<file path="config.mk">
export PLATFORM = sky130hd
export DESIGN_NAME = dhf_window
export DESIGN_NICKNAME = d
export VERILOG_FILES = /design/src/hdl/dhf_pkg.sv /design/src/hdl/dhf_window.sv
export SDC_FILE = /design/constraint.sdc
export NUM_CORES = 1
export LEC_CHECK = 0
export ABC_AREA = 1
export BUFFER_PORTS_ARGS = -buffer_cell sky130_fd_sc_hd__buf_2
export CAP_MARGIN = 20
export CELL_PAD_IN_SITES_DETAIL_PLACEMENT = 1
export CELL_PAD_IN_SITES_GLOBAL_PLACEMENT = 1
export CORE_UTILIZATION = 45
export CTS_CLUSTER_DIAMETER = 120
export CTS_CLUSTER_SIZE = 24
export DETAILED_ROUTE_END_ITERATION = 12
export GPL_TIMING_DRIVEN = 1
export PLACE_DENSITY = 0.84
export SYNTH_ARGS = -nofsm -noshare
export SYNTH_HDL_FRONTEND = slang
export SYNTH_SLANG_ARGS = --single-unit
</file>
<file path="constraint.sdc">
create_clock -name clk -period 23.4 [get_ports clk]
set_input_delay 4.68 -clock clk [delete_from_list [all_inputs] [get_ports clk]]
set_output_delay 4.68 -clock clk [all_outputs]
set_load 0.01 [all_outputs]
</file>
<file path="src/hdl/dhf_pkg.sv">
// Shared types and constants for the 3x3 depth hole filler.
// Used by the channel interfaces, the line store, the window and the top level.
`timescale 1ns / 1ps
`default_nettype none

package dhf_pkg;

  // Field widths fixed by the stream format
  localparam int DEPTH_W    = 16;  // depth word on both channels
  localparam int GEOM_W     = 11;  // frame_width / frame_height registers
  localparam int ROW_W      = 10;  // output row counter
  localparam int CFG_IDX_W  = 2;
  localparam int CFG_DATA_W = 11;

  // Geometry limits and register reset values
  localparam int MAX_HEIGHT   = 1024;
  localparam int RESET_WIDTH  = 640;
  localparam int RESET_HEIGHT = 480;

  // Defaults for the top-level parameters
  localparam int MAX_WIDTH_DEF  = 1024;
  localparam int DEPTH_BITS_DEF = 16;

  // Configuration register indexes
  typedef enum logic [CFG_IDX_W-1:0] {
    REG_FILL_ENABLE  = 2'd0,
    REG_FRAME_WIDTH  = 2'd1,
    REG_FRAME_HEIGHT = 2'd2
  } reg_idx_t;

  // Border and end-of-frame flags of one output pixel
  typedef struct packed {
    logic left;
    logic right;
    logic top;
    logic bottom;
    logic eof;
  } pos_flags_t;

endpackage

`default_nettype wire

</file>
<file path="src/hdl/dhf_window.sv">
// 3x3 sliding window and the hole-fill decision (minimum of nonzero neighbors).
// Uses dhf_pkg::pos_flags_t for the border clipping.
`timescale 1ns / 1ps
`default_nettype none

module dhf_window #(
  parameter int DEPTH_BITS = dhf_pkg::DEPTH_BITS_DEF
) (
  input  wire logic                  clk,
  input  wire logic                  shift_en,
  input  wire logic [DEPTH_BITS-1:0] col_upper,
  input  wire logic [DEPTH_BITS-1:0] col_middle,
  input  wire logic [DEPTH_BITS-1:0] col_bottom,
  input  wire dhf_pkg::pos_flags_t   flags,
  input  wire logic                  fill_enable,
  output logic      [DEPTH_BITS-1:0] fill_value
);

  // win[col*3 + row]; column 2 is the newest, row 2 the incoming row
  logic [DEPTH_BITS-1:0] win [9];
  logic [DEPTH_BITS-1:0] key [9];
  logic [8:0]            cand;
  logic [DEPTH_BITS-1:0] lvl1 [4];
  logic [DEPTH_BITS-1:0] lvl2 [2];
  logic [DEPTH_BITS-1:0] lvl3;
  logic [DEPTH_BITS-1:0] best;
  logic                  multi;
  logic [DEPTH_BITS-1:0] center;

  function automatic logic [DEPTH_BITS-1:0] min2(input logic [DEPTH_BITS-1:0] a,
                                                 input logic [DEPTH_BITS-1:0] b);
    return (b < a) ? b : a;
  endfunction

  // Shift left by one column, new column enters on the right
  always_ff @(posedge clk) begin
    if (shift_en) begin
      for (int k = 0; k < 3; k++) begin
        win[k]     <= win[3 + k];
        win[3 + k] <= win[6 + k];
      end
      win[6] <= col_upper;
      win[7] <= col_middle;
      win[8] <= col_bottom;
    end
  end

  // Candidates: inside the frame and nonzero; others sort last
  always_comb begin
    for (int c = 0; c < 3; c++) begin
      for (int r = 0; r < 3; r++) begin
        cand[c*3 + r] = !((c == 0 && flags.left) || (c == 2 && flags.right) ||
                          (r == 0 && flags.top)  || (r == 2 && flags.bottom)) &&
                        (win[c*3 + r] != '0);
        key[c*3 + r]  = cand[c*3 + r] ? win[c*3 + r] : '1;
      end
    end
  end

  // Minimum tree, four levels
  always_comb begin
    for (int i = 0; i < 4; i++) begin
      lvl1[i] = min2(key[2*i], key[2*i + 1]);
    end
    lvl2[0] = min2(lvl1[0], lvl1[1]);
    lvl2[1] = min2(lvl1[2], lvl1[3]);
    lvl3    = min2(lvl2[0], lvl2[1]);
    best    = min2(lvl3, key[8]);
  end

  // At least two candidates: clear lowest set bit, anything left
  assign multi  = |(cand & (cand - 9'd1));
  assign center = win[4];

  assign fill_value = (!fill_enable || center != '0) ? center :
                      (multi ? best : '0);

endmodule

`default_nettype wire

</file>
## Word level (Yosys, flattened, before mapping)

Memory sizes are Yosys's and may differ from the RTL's.
Index checks and enable logic that the tools add are counted.

| operators by class | value |
|---|---|
| add/sub/neg operators | 1 |
| mux-type cells | 21 |
| bitwise operators | 1 |
| $lt $le $gt $ge | 8 |
| reduce and logical (&&, ||, !) cells | 32 |

Operator list:

| cell | number |
|---|---|
| $mux W16 | 19 |
| $reduce_bool A16 Y1 | 9 |
| $lt A16 B16 Y1 | 8 |
| $and A9 B9 Y9 | 1 |
| $logic_not A1 Y1 | 9 |
| $reduce_or A9 Y1 | 1 |
| $sub A9 B1 Y9 const B | 1 |
| $logic_and A1 B1 Y1 | 8 |
| $logic_or A1 B1 Y1 | 5 |
| $mux W1 | 2 |

| word-level totals | value |
|---|---|
| register bits | 0 |
| input bits | 56 |
| memories kept | 1 |
| output and inout port bits | 16 |
| RAM bits | 144 |
| word-level logic and storage cells | 64 |

Memory list:

| name | words | width | rd ports | clocked after Yosys merged registers in | write ports | line | RTL |
|---|---|---|---|---|---|---|---|
| win | 9 | 16 | 9 | 0 | 9 | dhf_window.sv:20 | `logic [DEPTH_BITS-1:0] win [9];` |

## Longest topological paths before layout

| logic depth | value |
|---|---|
| depth in word-level cells | 14 |
| mapped depth | 58 |

## Worst setup path before layout

Ideal clock, no wire load.

| timing | value |
|---|---|
| path type | input-to-output |
| from | input port flags[3] (netlist name) |
| to | output port fill_value[14] |
| slack | 6.897 ns |
| cell stages on the path | 41 |
| arrival | 11.823 ns |
| path through | nor2_1 -> nand2_1 -> clkbuf_1 -> nor2_1 -> ha_1 -> a21oi_1 -> nand3b_1 -> a21oi_1 -> a2111oi_1 -> nand2_1 -> clkinv_1 -> clkbuf_1 -> nand2_1 -> o21ai_0 -> ha_1 -> a21oi_1 -> nand3b_1 -> a21oi_1 -> [5 not listed] -> o21ai_0 -> ha_1 -> a21oi_1 -> nor2_1 -> a211oi_1 -> o221a_2 -> nand2_2 -> clkbuf_1 -> o21ai_0 -> ha_1 -> a21oi_1 -> nand3b_1 -> a21oi_1 -> a2111oi_2 -> clkbuf_1 -> nand3_1 -> nand3_1 -> nand2_1 |

| on the way | value |
|---|---|
| longest elaborated chain between the ends | 14 |

RTL lines:

| item | line | RTL |
|---|---|---|
| start, declared | dhf_window.sv:14 | `input wire dhf_pkg::pos_flags_t flags,` |
| $logic_or A1 B1 Y1 | dhf_window.sv:52 | `cand[c*3 + r] = !((c == 0 && flags.left) \|\| (c == 2 && flags.right) \|\|` |
| $logic_not A1 Y1 | dhf_window.sv:52 |  |
| $logic_and A1 B1 Y1 | dhf_window.sv:53 | `(r == 0 && flags.top) \|\| (r == 2 && flags.bottom)) &&` |
| $mux W16 | dhf_window.sv:55 | `key[c*3 + r] = cand[c*3 + r] ? win[c*3 + r] : '1;` |
| $lt A16 B16 Y1 | dhf_window.sv:32 | `return (b < a) ? b : a;` |
| $mux W16 | dhf_window.sv:32 |  |
| $lt A16 B16 Y1 | dhf_window.sv:32 |  |
| $mux W16 | dhf_window.sv:32 |  |
| $lt A16 B16 Y1 | dhf_window.sv:32 |  |
| $mux W16 | dhf_window.sv:32 |  |
| $lt A16 B16 Y1 | dhf_window.sv:32 |  |
| $mux W16 | dhf_window.sv:32 |  |
| $mux W16 * | dhf_window.sv:76 | `(multi ? best : '0);` |
| $mux W16 * | dhf_window.sv:75 | `assign fill_value = (!fill_enable \|\| center != '0) ? center :` |
| end, declared | dhf_window.sv:16 | `output logic [DEPTH_BITS-1:0] fill_value` |

Mark *: on every way between the ends. The rest lies on a longest branch, timed or not.

## Worst setup path in the final report

| timing | value |
|---|---|
| from | input port flags[2] (netlist name) |
| to | output port fill_value[0] |

Same word-level chain as after synthesis.

==> key figures <==
Critical path
  – Crit Reg-Reg Startpoint: win[4][1]
  – Crit path kind: input pin to primary output
  – WP buf/inv: 6
  – Required time of the critical path: about 19,000 ps
  – Startpoint Class: input pin
  – Cell depth of the worst setup path: 38
  – Worst Path Max Fanout: 31
  – Worst EP arrival: approximately 15,000 ps
  – Crit path largest cell delay: 850 ps
  – Slowest-stage cell, CP: a2111oi_1
  – CP Capture Type: primary output
  – CP delay by family, top: compound AO/OA/AOI/OAI gates
  – R2R cell count: 0
  – Crit path from: flags[2]

Clocking
  – Post-cts hold buffer count: 0
  – CTS Root Cell: clkbuf_16
  – H-Tree Depth: 4
  – CTS tree: yes
  – TritonCTS buffer count: 17
  – Clk sink count: 144
  – Post-CTS Repair Setup Buffers: 0
  – Clock Tree Buf Depth: 2
  – Latest clock arrival within the worst-skew pair: about 440 ps
  – Reg clk slew, reported paths: 60 ps
  – Post-CTS sizing: 0

Placement
  – Hpwl dp: 23,800 µm
  – Buffers on Ports: 70
  – Post-DP Area: 0.0106 mm²
  – Final Wtd Congestion: around 0.90

Global route
  – Vias in the first global route: slightly above 9,000
  – Gr usage total: ~29%
  – Global-route wire length before repair: a little under 50,000 µm
  – Total global routing overflow: 0
  – Initial antenna violation count: 0
  – Largest net degree at the start of global routing: 78

Finish
  – Top Registers: win x144
  – Cell area after layout: 0.0111 mm²
  – Ant. Diodes: 0
  – Most flop-heavy register: win
  – Proportion of layout cells with a drive suffix above 1: around 15%
  – Nets: 1,429
  – Area grow syn2layout: 11.3%
  – Fillers: 2,671
  – Max reg flops: around 140

Power
  – Combinational power share: 42.5%
  – Switching component of the power: roughly 430 µW
  – Sequential Power Share: between 30% and 40%
  – Pwr/cell area: 90.7 mW/mm²
  – Peak VDD IR: just over 70 µV
  – Cell leakage power: ~4.8 nW
  – Int Power: a little under 600 µW
  – Switching Share: between 40 and 50%
  – Clk pwr share: 25.6%

Yosys
  – Ys flop type: edfxtp_1
  – Mapped Cells: between 1,000 and 1,500
  – Synth area leaders: edfxtp_1 (43%), ha_1 (14%), nand2_1 (11%)
  – Post-Syn Area: ~0.01 mm²
  – Average cell area after synthesis: 8.35 µm²
  – Net Count, Synth: 1,367
  – Yosys Warn Count: 0
  – Top cell type's share of synthesized area: 43.2%
  – Post-synth EDFFs: roughly 140
  – Leading area contributor after synthesis: edfxtp_1
  – Asr flop ratio synth: 0%
  – Yosys cell types: 36
  – Seq cells post-synth: 144
  – Seq/Total Area, Yosys: a little over two fifths

Timing
  – RSZ-0062 raised after global routing: false
  – Setup-failing EPs final: 0
  – Final hold viol count: 0
  – Slew margin rel.: roughly 29%
  – Actual slew at the worst max-slew pin: ~1100 ps
  – Fmax: between 50 and 60 MHz
  – Final period util: approximately 83%
  – Sum Neg Setup Slack: 0 ps
  – Pins Over Slew Limit: 0
  – Final min period: about 19,000 ps
  – Final clock skew: 11.7 ps

Route
  – Vias/cell: between 5 and 6
  – DRC viols: 0
  – Vias after detailed routing: between 8,000 and 9,000
  – Drt pass-1 iters: 5
  – WL per Instance: ~20 µm
  – Antenna violation net count after detailed routing: 0
  – 1st-iter DRT viols: around 480
  – Total wire length: between 30,000 and 40,000 µm

Outcome
  – Outcome: completed

Worst hold path
  – Hold Path Stages: 0
  – Tightest Hold Check Type: flip-flop to flip-flop
  – Min-delay src: win[6][1]

Floorplanning
  – Core area: between 0.02 and 0.025 mm²
  – DIE AREA: roughly 0.023 mm²
  – Io pins: a little over 70
  – Chip width: about 150 µm
  – FP Rows: 54
  – Initial Util: around 46%
  – Die Y: between 150 and 200 µm

Flow run
  – Number of max-cap violations: 0
==> metrics by stage <==
| step | hold slack [ps] | instances | total power, mW | utilization [%] | worst slack, ps |
|---|---|---|---|---|---|
| 6_report | 473 | 1553 | 1.01 | 51.1 | 3940 |
| 5_1_grt | 489 | 1553 | 1.07 | 51.1 | 3170 |
| 4_1_cts | 478 | 1553 | 1.01 | 51.1 | 4120 |
| 3_5_place_dp | 461 | 1522 | 0.744 | 48.6 | 4370 |
| 3_3_place_gp | 438 | 1522 | 0.720 | 48.6 | 4770 |
| 2_1_floorplan | 426 | 1199 | 0.620 | - | 6900 |
==> cell usage after synthesis, types with 2 or more instances <==
library cell,number
ha_1,112
nand2_4,5
nor3_1,3
nand3b_1,12
a211oi_1,12
nor2_2,4
o21ai_0,101
clkinv_1,2
buf_6,2
inv_2,5
edfxtp_1,144
or2_2,54
nor4_1,4
nand2_2,15
a2111oi_1,2
buf_4,3
nand4_1,14
a21oi_1,44
nand3_1,64
nor2_1,195
clkbuf_1,20
buf_2,6
o221a_2,3
inv_1,61
nand2_1,299
a31oi_1,2
a2111oi_2,2
==> layout make-up <==
cell class | count | area, µm² | share of cell area, %
Multi-Input combinational cell | 955 | 5290 | 47.5
Sequential cell | 144 | 4320 | 38.8
Timing Repair Buffer | 74 | 387 | 3.47
Inverter | 69 | 260 | 2.33
Clock inverter | 13 | 106 | 0.954
Clock buffer | 18 | 429 | 3.85
Tap cell | 280 | 350 | 3.14
==> cells in the final DEF (no fill, tap or decap), drive strengths merged <==
| master | synthesis | final |
|---|---|---|
| a2111oi | 5 | 5 |
| a211oi | 12 | 12 |
| a21boi | 1 | 1 |
| a21oi | 44 | 44 |
| a31o | 1 | 1 |
| a31oi | 2 | 2 |
| a41oi | 1 | 1 |
| buf | 11 | 74 |
| clkbuf | 20 | 18 |
| clkinv | 3 | 8 |
| clkinvlp | 0 | 2 |
| edfxtp | 144 | 144 |
| ha | 112 | 112 |
| inv | 66 | 72 |
| nand2 | 319 | 319 |
| nand3 | 65 | 65 |
| nand3b | 12 | 12 |
| nand4 | 14 | 14 |
| nor2 | 199 | 199 |
| nor3 | 3 | 3 |
| nor3b | 1 | 1 |
| nor4 | 4 | 4 |
| o21ai | 102 | 102 |
| o221a | 3 | 3 |
| o22ai | 1 | 1 |
| or2 | 54 | 54 |
==> path summary, 6_finish.rpt <==
check	end	slack, ps
setup / recovery	fill_value[0]	3940
hold / removal	win[3][1]	470
setup reg to reg	win[1][1]	22570
hold reg to reg	win[3][1]	470
==> routing by layer <==
metal / global-route usage (%) / vias up / wire length [µm]
met1: 34.4 / 4227 / 13100
met2: 49.5 / 213 / 15100
met5: 0 / - / 0
met4: 16.2 / 0 / 1690
met3: 4.01 / 90 / 904
li1: - / 4232 / -
==> logic make-up (layout without fill, tap and decap cells) <==
family          Yosys count  count (layout)  synth area share [%]
simple gates            671             671                  29.2
compound gates          172             172                  9.56
flops                   144             144                  43.2
fa+ha+maj               112             112                  14.0
buf+inv                 100             174                  4.10
==> power by group through the flow <==
stage | registers (mW) | clock network, mW | logic (mW)
floorplan | 0.319 | 0 | 0.301
global placement | 0.327 | 0 | 0.393
detailed placement | 0.328 | 0 | 0.416
CTS | 0.322 | 0.258 | 0.425
global route | 0.324 | 0.267 | 0.479
finish | 0.323 | 0.258 | 0.430
No activity file was read; power rests on OpenSTA's default activity.
